==> src/sv/tbed_pkg.sv <==
// ----------------------------------------------------------------------------
// tbed_pkg
// Shared types, register map and reset values of the touch button event
// detector.
// ----------------------------------------------------------------------------
package tbed_pkg;

  // Baseline ring depth default
  localparam int WINDOW_DEF = 16;

  // Configuration register map, one 32-bit word per register
  localparam int CFG_NUM    = 8;
  localparam int CFG_IDX_W  = $clog2(CFG_NUM);
  localparam int CFG_ADDR_W = CFG_IDX_W + 2;

  typedef enum logic [CFG_IDX_W-1:0] {
    REG_DEBOUNCE   = 3'd0,
    REG_LONG       = 3'd1,
    REG_VERY_LONG  = 3'd2,
    REG_REPEAT     = 3'd3,
    REG_BEEP_DUR   = 3'd4,
    REG_THRESHOLD  = 3'd5,
    REG_PRESS_MODE = 3'd6,
    REG_BEEP_EN    = 3'd7
  } cfg_reg_e;

  // Press mode codes
  localparam logic [1:0] MODE_NONE      = 2'd0;
  localparam logic [1:0] MODE_REPEAT    = 2'd1;
  localparam logic [1:0] MODE_VERY_LONG = 2'd2;

  // Register reset values
  localparam logic [15:0] DEBOUNCE_RST   = 16'd50;
  localparam logic [15:0] LONG_RST       = 16'd1000;
  localparam logic [15:0] VERY_LONG_RST  = 16'd5000;
  localparam logic [15:0] REPEAT_RST     = 16'd200;
  localparam logic [15:0] BEEP_DUR_RST   = 16'd100;
  localparam logic [7:0]  THRESHOLD_RST  = 8'd20;

  // Result word
  typedef struct packed {
    logic click_event;
    logic alternate_event;
    logic beep_level;
    logic pressed;
    logic raw_touch;
  } result_t;

endpackage

==> src/sv/touch_button_event_detector_unit.sv <==
// Output: a word's result is registered, shown the cycle after its accept.
// Throughput: one word per cycle unless a result stalls; the baseline ring
// entry for the next word is read ahead; the single read port never stalls.
// Reset: rst_ni clears all control state and restores the register defaults;
// the ring memory is not cleared, calibration writes every entry first.
// ----------------------------------------------------------------------------
// touch_button_event_detector_unit
// Capacitive touch button: baseline calibration, threshold classification,
// timestamp debounce, click, long-press repeat, very-long-press event, beep.
// ----------------------------------------------------------------------------
module touch_button_event_detector_unit
  import tbed_pkg::*;
#(
  parameter int WINDOW = WINDOW_DEF
) (
  input  logic                  clk_i,
  input  logic                  rst_ni,

  // Sample words
  input  logic                  in_valid_i,
  output logic                  in_stall_o,
  input  logic [15:0]           sample_i,
  input  logic [31:0]           now_ms_i,

  // Result words
  output logic                  out_valid_o,
  input  logic                  out_stall_i,
  output logic                  click_event_o,
  output logic                  alternate_event_o,
  output logic                  beep_level_o,
  output logic                  pressed_o,
  output logic                  raw_touch_o,

  // Configuration port
  input  logic                  psel,
  input  logic                  penable,
  input  logic                  pwrite,
  input  logic [CFG_ADDR_W-1:0] paddr,
  input  logic [31:0]           pwdata,
  output logic [31:0]           prdata,
  output logic                  pready
);

  // Ring index and running sum widths follow the window depth
  localparam int IDX_W = (WINDOW > 1) ? $clog2(WINDOW) : 1;
  localparam int SUM_W = 16 + IDX_W;
  localparam int CMP_W = SUM_W + 8;
  localparam logic [CMP_W-1:0] SCALE = CMP_W'(WINDOW * 16);
  localparam logic [IDX_W-1:0] IDX_LAST = IDX_W'(WINDOW - 1);

  // --------------------------------------------------------------------------
  // Configuration registers
  // --------------------------------------------------------------------------
  logic [15:0] debounce_q, long_q, very_long_q, repeat_q, beep_dur_q;
  logic [7:0]  threshold_q;
  logic [1:0]  press_mode_q;
  logic        beep_en_q;
  logic        cfg_wr;
  cfg_reg_e    cfg_sel;

  assign pready  = 1'b1;
  assign cfg_wr  = psel & penable & pwrite;
  assign cfg_sel = cfg_reg_e'(paddr[CFG_ADDR_W-1:2]);

  always_ff @(posedge clk_i or negedge rst_ni) begin
    if (!rst_ni) begin
      debounce_q   <= DEBOUNCE_RST;
      long_q       <= LONG_RST;
      very_long_q  <= VERY_LONG_RST;
      repeat_q     <= REPEAT_RST;
      beep_dur_q   <= BEEP_DUR_RST;
      threshold_q  <= THRESHOLD_RST;
      press_mode_q <= MODE_NONE;
      beep_en_q    <= 1'b0;
    end else if (cfg_wr) begin
      unique case (cfg_sel)
        REG_DEBOUNCE:   debounce_q   <= pwdata[15:0];
        REG_LONG:       long_q       <= pwdata[15:0];
        REG_VERY_LONG:  very_long_q  <= pwdata[15:0];
        REG_REPEAT:     repeat_q     <= pwdata[15:0];
        REG_BEEP_DUR:   beep_dur_q   <= pwdata[15:0];
        REG_THRESHOLD:  threshold_q  <= pwdata[7:0];
        REG_PRESS_MODE: press_mode_q <= pwdata[1:0];
        REG_BEEP_EN:    beep_en_q    <= pwdata[0];
        default: ;
      endcase
    end
  end

  // Read back the selected register, zero-extended
  always_comb begin
    unique case (cfg_sel)
      REG_DEBOUNCE:   prdata = {16'd0, debounce_q};
      REG_LONG:       prdata = {16'd0, long_q};
      REG_VERY_LONG:  prdata = {16'd0, very_long_q};
      REG_REPEAT:     prdata = {16'd0, repeat_q};
      REG_BEEP_DUR:   prdata = {16'd0, beep_dur_q};
      REG_THRESHOLD:  prdata = {24'd0, threshold_q};
      REG_PRESS_MODE: prdata = {30'd0, press_mode_q};
      REG_BEEP_EN:    prdata = {31'd0, beep_en_q};
      default:        prdata = 32'd0;
    endcase
  end

  // --------------------------------------------------------------------------
  // Handshake: the output register parts the two sides. A new word enters
  // whenever the result register is empty or drains in this cycle.
  // --------------------------------------------------------------------------
  logic    accept;
  logic    out_valid_q;
  result_t res_d, res_q;

  assign in_stall_o = out_valid_q & out_stall_i;
  assign accept     = in_valid_i & ~in_stall_o;

  // --------------------------------------------------------------------------
  // Baseline ring memory. The entry at the next ring index is read every
  // cycle, so rd_data_q always holds the entry the next sample replaces.
  // A write goes to the current index and the index then moves on, so a
  // read never targets the entry written in the same cycle.
  // --------------------------------------------------------------------------
  logic [15:0]      ring_mem [WINDOW];
  logic [15:0]      rd_data_q;
  logic             ring_we;
  logic [IDX_W-1:0] ring_idx_q, ring_idx_d;
  logic [SUM_W-1:0] sum_q, sum_d;
  logic             calib_q, calib_d;

  always_ff @(posedge clk_i) begin
    if (ring_we) begin
      ring_mem[ring_idx_q] <= sample_i;
    end
    rd_data_q <= ring_mem[ring_idx_d];
  end

  // --------------------------------------------------------------------------
  // Classification: calibrate first, then compare sample*WINDOW*16 against
  // baseline_sum*threshold. Untouched samples refresh the baseline.
  // --------------------------------------------------------------------------
  logic [CMP_W-1:0] lhs, rhs;
  logic             touched;
  logic             raw;
  logic [IDX_W-1:0] idx_inc;

  assign lhs     = CMP_W'(sample_i) * SCALE;
  assign rhs     = CMP_W'(sum_q) * CMP_W'(threshold_q);
  assign touched = lhs > rhs;
  assign idx_inc = (ring_idx_q == IDX_LAST) ? '0 : ring_idx_q + IDX_W'(1);

  always_comb begin
    ring_we    = 1'b0;
    ring_idx_d = ring_idx_q;
    sum_d      = sum_q;
    calib_d    = calib_q;
    raw        = 1'b0;
    if (!calib_q) begin
      // Fill the ring; the last entry completes calibration
      ring_we    = accept;
      if (accept) begin
        sum_d      = sum_q + SUM_W'(sample_i);
        ring_idx_d = idx_inc;
        calib_d    = (ring_idx_q == IDX_LAST);
      end
    end else begin
      raw = touched;
      if (accept && !touched) begin
        ring_we    = 1'b1;
        sum_d      = sum_q - SUM_W'(rd_data_q) + SUM_W'(sample_i);
        ring_idx_d = idx_inc;
      end
    end
  end

  // --------------------------------------------------------------------------
  // Debounce and press timing. All age compares use the stored times; a
  // timestamp taken in this word gives age zero, which the enables cover.
  // --------------------------------------------------------------------------
  logic        last_raw_q, stable_q, beep_q;
  logic [31:0] raw_chg_time_q, press_start_q, last_rep_q, beep_start_q;
  logic [31:0] raw_age, press_age, rep_age, beep_age;
  logic        raw_chg, stable_chg, rise, fall, held, rep_click;
  logic        alt_evt, beep_d, beep_set;

  assign raw_age   = now_ms_i - raw_chg_time_q;
  assign press_age = now_ms_i - press_start_q;
  assign rep_age   = now_ms_i - last_rep_q;
  assign beep_age  = now_ms_i - beep_start_q;

  assign raw_chg    = raw != last_raw_q;
  assign stable_chg = !raw_chg && (raw_age > 32'(debounce_q)) && (raw != stable_q);
  assign rise       = stable_chg & raw;
  assign fall       = stable_chg & ~raw;
  // Press still held from an earlier word
  assign held       = stable_q & ~stable_chg;

  assign rep_click  = (press_mode_q == MODE_REPEAT) && held &&
                      (press_age > 32'(long_q)) && (rep_age >= 32'(repeat_q));
  assign alt_evt    = (press_mode_q == MODE_VERY_LONG) && held &&
                      (press_age > 32'(very_long_q));

  // Start the beep on a new press; a running pulse ends after its duration
  assign beep_set   = rise & beep_en_q;
  assign beep_d     = beep_set | (beep_q & ~(beep_age > 32'(beep_dur_q)));

  always_comb begin
    res_d.click_event     = rise | rep_click;
    res_d.alternate_event = alt_evt;
    res_d.beep_level      = beep_d & beep_en_q;
    res_d.pressed         = stable_chg ? raw : stable_q;
    res_d.raw_touch       = raw;
  end

  // Control and timing state
  always_ff @(posedge clk_i or negedge rst_ni) begin
    if (!rst_ni) begin
      ring_idx_q     <= '0;
      sum_q          <= '0;
      calib_q        <= 1'b0;
      last_raw_q     <= 1'b0;
      raw_chg_time_q <= '0;
      stable_q       <= 1'b0;
      press_start_q  <= '0;
      last_rep_q     <= '0;
      beep_start_q   <= '0;
      beep_q         <= 1'b0;
      out_valid_q    <= 1'b0;
    end else begin
      if (accept) begin
        ring_idx_q <= ring_idx_d;
        sum_q      <= sum_d;
        calib_q    <= calib_d;
        last_raw_q <= raw;
        if (raw_chg) begin
          raw_chg_time_q <= now_ms_i;
        end
        stable_q <= res_d.pressed;
        if (rise) begin
          press_start_q <= now_ms_i;
        end else if (fall) begin
          press_start_q <= '0;
        end
        if (fall) begin
          last_rep_q <= '0;
        end else if (rep_click) begin
          last_rep_q <= now_ms_i;
        end
        if (beep_set) begin
          beep_start_q <= now_ms_i;
        end
        beep_q <= beep_d;
      end
      // Hold the result until taken
      if (accept) begin
        out_valid_q <= 1'b1;
      end else if (!out_stall_i) begin
        out_valid_q <= 1'b0;
      end
    end
  end

  // Result payload
  always_ff @(posedge clk_i) begin
    if (accept) begin
      res_q <= res_d;
    end
  end

  assign out_valid_o       = out_valid_q;
  assign click_event_o     = res_q.click_event;
  assign alternate_event_o = res_q.alternate_event;
  assign beep_level_o      = res_q.beep_level;
  assign pressed_o         = res_q.pressed;
  assign raw_touch_o       = res_q.raw_touch;

endmodule

==> config.mk <==
export PLATFORM = sky130hd
export DESIGN_NAME = touch_button_event_detector_unit
export DESIGN_NICKNAME = d
export VERILOG_FILES = /design/src/sv/tbed_pkg.sv /design/src/sv/touch_button_event_detector_unit.sv
export SDC_FILE = /design/constraint.sdc
export NUM_CORES = 2
export LEC_CHECK = 0
export BUFFER_PORTS_ARGS = -buffer_cell sky130_fd_sc_hd__buf_2
export CORE_MARGIN = 10
export CORE_UTILIZATION = 51
export CTS_BUF_LIST = sky130_fd_sc_hd__clkbuf_16
export DETAILED_ROUTE_END_ITERATION = 10
export PLACE_DENSITY = 0.72
export SKIP_LAST_GASP = 1
export SYNTH_ARGS = -nofsm -noshare
export SYNTH_HDL_FRONTEND = slang
export SYNTH_SLANG_ARGS = --single-unit
==> constraint.sdc <==
create_clock -name clk_i -period 18.3 [get_ports clk_i]
set_input_delay 3.66 -clock clk_i [delete_from_list [all_inputs] [get_ports clk_i]]
set_output_delay 3.66 -clock clk_i [all_outputs]
set_load 0.01 [all_outputs]
[Word-level counts from Yosys, hierarchy flattened]
Memory sizes are Yosys's and may differ from the RTL's. A register that Yosys moved wholly into a read port is not among the register bits.
Index checks and enable logic that the tools add are counted.
Operators by class
  add/subtract/negate cells: 8
  multiply operators: 1
  magnitude comparators: 6
  equal/unequal tests: 14
  muxes and demuxes: 20
  bitwise logic cells: 16
  reduce and logical (&&, ||, !) cells: 26
Operators by type and width (number)
  32-bit case mux with 8 select lines: 1
  32-bit by 16-bit greater-than comparator with 1-bit output: 4
  32-bit two-way mux: 4
  32-bit subtractor: 4
  20-bit by 16-bit adder with 20-bit output: 2
  20-bit two-way mux: 2
  32-bit by 16-bit greater-or-equal comparator with 1-bit output: 1
  24-bit by 28-bit greater-than comparator with 1-bit output: 1
  20-bit by 8-bit multiplier with 28-bit output: 1
  2-bit AND reduction: 13
  20-bit by 16-bit subtractor with 20-bit output: 1
  4-bit two-way mux: 4
  3-bit equality test (second input constant): 4
  1-bit AND: 10
  1-bit two-way mux: 9
  1-bit logical AND: 8
  3-bit by 2-bit equality test with 1-bit output (second input constant): 2
  4-bit by 1-bit adder with 4-bit output (second input constant): 1
  4-bit equality test (second input constant): 1
  2-bit by 1-bit inequality test with 1-bit output (second input constant): 2
  1-bit inverter: 4
  2-bit nonzero test: 2
  3-bit by 1-bit equality test with 1-bit output (second input constant): 1
  3-bit logical NOT: 1
  other kinds (5): 8
Storage, ports and cells
  register bits after elaboration: 253
  bits in writable memories: 256
  input bits: 92
  memories kept: 1
Memories
  ring_mem: depth 16, width 16, read ports 1, clocked after Yosys merged registers in 1, wr ports 1, line touch_button_event_detector_unit.sv:122  | logic [15:0] ring_mem [WINDOW];

[Logic depth before layout (Yosys ltp)]
  depth in word-level cells: 14
  mapped depth: 37

[Worst setup path before layout]
Ideal clock, no wire load.
  path type: input to output
  start point: input port paddr[3]
  end point: output port prdata[0]
  data arrival time: 5.441 ns
  data required time: 14.640 ns
  setup slack: 9.199 ns
  stages: 5
  path through: clkbuf_1 clkbuf_1 clkbuf_1 mux4_2 mux2_2
Between the ends
  longest elaborated chain between the ends: 2
RTL lines
  start: declaration: line touch_button_event_detector_unit.sv:38  | input logic [CFG_ADDR_W-1:0] paddr,
  3-bit equality test, or another cell as far along: line touch_button_event_detector_unit.sv:92  | unique case (cfg_sel)
  32-bit case mux with 8 select lines *: line touch_button_event_detector_unit.sv:92
  end: declaration: line touch_button_event_detector_unit.sv:40  | output logic [31:0] prdata,
Mark *: on every way between the ends. The rest lies on a longest branch, timed or not. The select of a mux whose other input is x is not followed.

[Worst setup path after layout]
  start point: register threshold_q[5]
  end point: register rd_data_q[13], read port of ring_mem
Between the ends
  longest elaborated chain between the ends: 6
RTL lines
  start: declaration: line touch_button_event_detector_unit.sv:55  | logic [7:0] threshold_q;
  start signal: assignment: line touch_button_event_detector_unit.sv:82  | REG_THRESHOLD: threshold_q <= pwdata[7:0];
  20-bit by 8-bit multiplier with 28-bit output: line touch_button_event_detector_unit.sv:146  | assign rhs = CMP_W'(sum_q) * CMP_W'(threshold_q);
  24-bit by 28-bit greater-than comparator with 1-bit output: line touch_button_event_detector_unit.sv:147  | assign touched = lhs > rhs;
  1-bit logical NOT: line touch_button_event_detector_unit.sv:166  | if (accept && !touched) begin
  1-bit logical AND: line touch_button_event_detector_unit.sv:166
  4-bit two-way mux: line touch_button_event_detector_unit.sv:166
  4-bit two-way mux: line touch_button_event_detector_unit.sv:156  | if (!calib_q) begin
  end: declaration: line touch_button_event_detector_unit.sv:123  | logic [15:0] rd_data_q;
Every way passes these cells.
A chain may end at the register's enable or synchronous reset.

==> metrics.md <==
| Metric | Value |
|---|---|
| Run status | finished, final reports clean |
| Yosys warns | 0 |
| Setup violators final | 0 |
| Worst EP required | 18,780 ps |
| Max-slew headroom | 18.4% |
| Leak pwr | 17.8 nW |
| Fraction of registers with async set or reset after synthesis | 47.2% |
| Detailed-route via count | 29,900 |
| Reg area | 14,400 sq um |
| Slowest cell on the critical path | sky130_fd_sc_hd__dfrtp_1 |
| Number of gates given a new drive strength after cts | 0 |
| Share of total power consumed by net switching | 47.4% |
| Relative contribution of sequential cells to total power | 20.6% |
| Area of the mapped netlist | 38,300 sq um |
| Worst slew pin tran | 1210 ps |
| Startpoint Class | register |
| H-tree levels | 2 |
| Count of pins over their slew limit | 0 |
| Final sum of negative setup slack | 0 ps |
| Clock transition at the registers of the reported paths | 70 ps |
| DRC violation count after routing | 0 |
| CP endpoint kind | register |
| Via count of the first global-routing pass | 29,400 |
| CTS Buf Count | 59 |
| Leading post-synthesis cells by instance count | sky130_fd_sc_hd__inv_1, sky130_fd_sc_hd__ha_1, sky130_fd_sc_hd__o21ai_0 |
| Clock latency of the later-clocked register in the worst-skew pair | 650 ps |
| Total Die Area | 86,400 sq um |
| CP most frequent cell | sky130_fd_sc_hd__fa_1 |
| Detailed placement HPWL | 75.4 mm |
| Internal cell power | 4.33 mW |
| Arr. time, crit path | 10,680 ps |
| Routed wire length | 106 mm |
| Number of enable-type register cells in the synthesized netlist | 261 |
| Global-route wire length before repair | 167 mm |
| Setup skew after layout | 34.6 ps |
| Time the worst path needs with I/O delays and setup | 10,200 ps |
| Maximum clock rate | 98.1 MHz |
| Peak fanout along the critical path | 69 |
| Pre-antenna DRT Iters | 5 |
| Global-route usage over all layers | 24.2% |
| Hold-fix buffer count after cts | 0 |
| Synthesis-stage register bit count | 525 |
| # fillers | 6,411 |
| Width of the chip | 294 um |
| Worst hold path stage count | 2 |
| Via density | 6.03 |
| Top cell type by total area after synthesis | sky130_fd_sc_hd__edfxtp_1 |
| Buffers from clock root to sink, at most | 3 |
| Critical path origin | threshold_q[5] |
| Global route total overflow | 0 |
| Path type of the worst min-delay path | register to register |
| TritonCTS clock tree | yes |
| Most instantiated flip-flop cell in the synthesis netlist | sky130_fd_sc_hd__edfxtp_1 |
| Net switching power of the design | 3.90 mW |
| Count of input and output buffers | 96 |
| Cell types with the largest area share after synthesis | sky130_fd_sc_hd__edfxtp_1, sky130_fd_sc_hd__dfrtp_1, sky130_fd_sc_hd__ha_1 |
| Origin of the critical flop-to-flop path | threshold_q[5] |
| Synthesis-to-layout area growth | 8.87% |
| Gp weighted congestion | 0.979 |
| Sequential cell area fraction in the yosys report | 37.6% |
| Row cnt | 100 |
| Area share of the leading cell type in the synthesized netlist | 20.5% |
| Starting DRC count in detailed routing | 2,381 |
| Distinct cell type count after synthesis | 99 |
| Number of buffers added for setup after CTS | 0 |
| Fraction of layout cells with a size suffix above 1 | 10.8% |
| Antenna viol nets, final | 0 |
| Sinks on Clock Net | 525 |
| Hold path start | raw_chg_time_q[22] |
| Core ar. | 74,400 sq um |
| Combined area of the multi-input logic cells | 21,400 sq um |
| Proportion of power drawn by the clock network | 15.0% |
| Worst reg-to-reg path cell count | 30 |
| Worst supply voltage drop on vdd | 0.181 mV |
| Cell with the most instances after synthesis | sky130_fd_sc_hd__inv_1 |
| Reg-to-reg setup timing slack | 8100 ps |
| Cells after synthesis | 3,893 |
| Initial antenna violation count | 6 |
| Effective utilization at floorplan | 51.4% |
| Root Buffer Master | sky130_fd_sc_hd__clkbuf_16 |
| Largest net degree at the start of global routing | 74 |
| MaxCap Viol Count | 0 |
| Ratio of total power to cell area | 197 nW/um^2 |
| Die height | 294 um |
| Average wire length per cell after detail routing | 21.4 um |
| Number of ports placed on the die boundary | 132 |
| Post-placement cell count | 4,841 |
| Portion of the clock cycle consumed by the worst path in the final layout | 55.7% |
| Number of nets in the finished design | 4,464 |
| Part of the total power dissipated in combinational logic | 64.4% |
| Unrepaired setup endpoints after global routing | no |
| Crit-path max cell delay | 960 ps |
| Non-filler cells in the finished layout | 4,951 |
| Mean instance size in the synthesized netlist | 9.83 sq um |
| Setup Crit Path Kind | register to register |
| Final hold viol count | 0 |
## placed cells by master (no fill, tap or decap), types with 45 or more instances in the layout
cell / instances
sky130_fd_sc_hd__clkbuf_16: 59
sky130_fd_sc_hd__nor3_1: 45
sky130_fd_sc_hd__edfxtp_1: 261
sky130_fd_sc_hd__fa_1: 129
sky130_fd_sc_hd__nor2_1: 153
sky130_fd_sc_hd__nand3_1: 69
sky130_fd_sc_hd__ha_1: 310
sky130_fd_sc_hd__o21ai_0: 273
sky130_fd_sc_hd__a21oi_1: 202
sky130_fd_sc_hd__xnor2_1: 75
sky130_fd_sc_hd__buf_2: 95
sky130_fd_sc_hd__a211oi_1: 89
sky130_fd_sc_hd__nand2_1: 248
sky130_fd_sc_hd__nand2b_1: 50
sky130_fd_sc_hd__mux2_2: 111
sky130_fd_sc_hd__inv_1: 505
sky130_fd_sc_hd__and2_1: 130
sky130_fd_sc_hd__a21o_1: 59
sky130_fd_sc_hd__mux2i_1: 65
sky130_fd_sc_hd__o211ai_1: 86
sky130_fd_sc_hd__dfrtp_1: 226
## metrics by stage
stage / power (mW) / hold slack (ps) / cell area (sq um) / worst slack (ps) / utilization (%)
final: 8.22 / 480 / 41700 / 8100 / 56.0
after CTS: 8.20 / 484 / 41700 / 8200 / 56.0
after global placement: 6.81 / 463 / 39700 / 7890 / 53.3
after detailed placement: 6.93 / 471 / 39700 / 7800 / 53.3
after floorplan: 5.63 / 450 / 38300 / 9200 / -
after global routing: 8.97 / 512 / 41700 / 7640 / 56.0
## flip-flops by register name (all words and copies together) (netlist names), 2 cells and up
| signal | count |
|---|---|
| very_long_q | 16 |
| ring_idx_q | 4 |
| repeat_q | 16 |
| raw_chg_time_q | 32 |
| last_rep_q | 32 |
| rd_data_q | 16 |
| press_start_q | 32 |
| long_q | 16 |
| beep_start_q | 32 |
| ring_mem | 256 |
| press_mode_q | 2 |
| sum_q | 20 |
| debounce_q | 16 |
| beep_dur_q | 16 |
| threshold_q | 8 |
## layout make-up
type / count / area share [%]
antenna: 2 / 0.0120
clock buffer: 59 / 3.54
clock inverter: 49 / 1.26
inverter: 499 / 4.50
multi-input combinational: 2711 / 51.3
sequential: 525 / 34.5
tap: 969 / 2.91
timing repair buffer: 137 / 1.92
## power groups by stage
stage,Combinational [mW],Clock [mW],Sequential (mW)
4_1_cts,5.26,1.25,1.69
6_report,5.30,1.23,1.70
3_5_place_dp,5.22,0,1.71
3_3_place_gp,5.11,0,1.70
2_1_floorplan,4.04,0,1.59
5_1_grt,5.96,1.29,1.72
## path summary, 6_finish.rpt
kind                                 endpoint
setup / recovery                rd_data_q[13]
setup reg to reg                rd_data_q[13]
hold / removal             raw_chg_time_q[22]
min in group asynchronous         out_valid_o
max in group asynchronous  raw_chg_time_q[13]
hold reg to reg            raw_chg_time_q[22]
## metal layers
metal | part of all wire [%] | routed length [um] | GRT usage (%) | up-vias
li1 | - | - | - | 14000
met4 | 4.0 | 4210 | 8.98 | 4
met3 | 7.2 | 7600 | 4.21 | 210
met5 | 0.021 | 22 | 0 | -
met2 | 46 | 48200 | 38.7 | 969
met1 | 43 | 45700 | 32.5 | 14700
## critical path, delay by kind of cell (launching register included)
kind	cells	cell delay, ps
buffers and inverters	4	850
multiplexers	2	990
AND/OR/NAND/NOR	9	2210
adder cells (fa/ha/maj)	6	2610
flip-flops	1	960
AO/OA/AOI/OAI	9	2260
## kinds of logic after synthesis
logic type	count (synthesis)	share of synthesized area, %
AND/OR/NAND/NOR	887	11.8
AO/OA/AOI/OAI	1060	18.4
flip-flops	525	37.6
adder cells (fa/ha/maj)	439	16.9
other	2	0.0196
multiplexers	194	5.86
buffers and inverters	672	6.86
XOR/XNOR	114	2.61
Note: power is estimated with default switching activity, not from simulation.
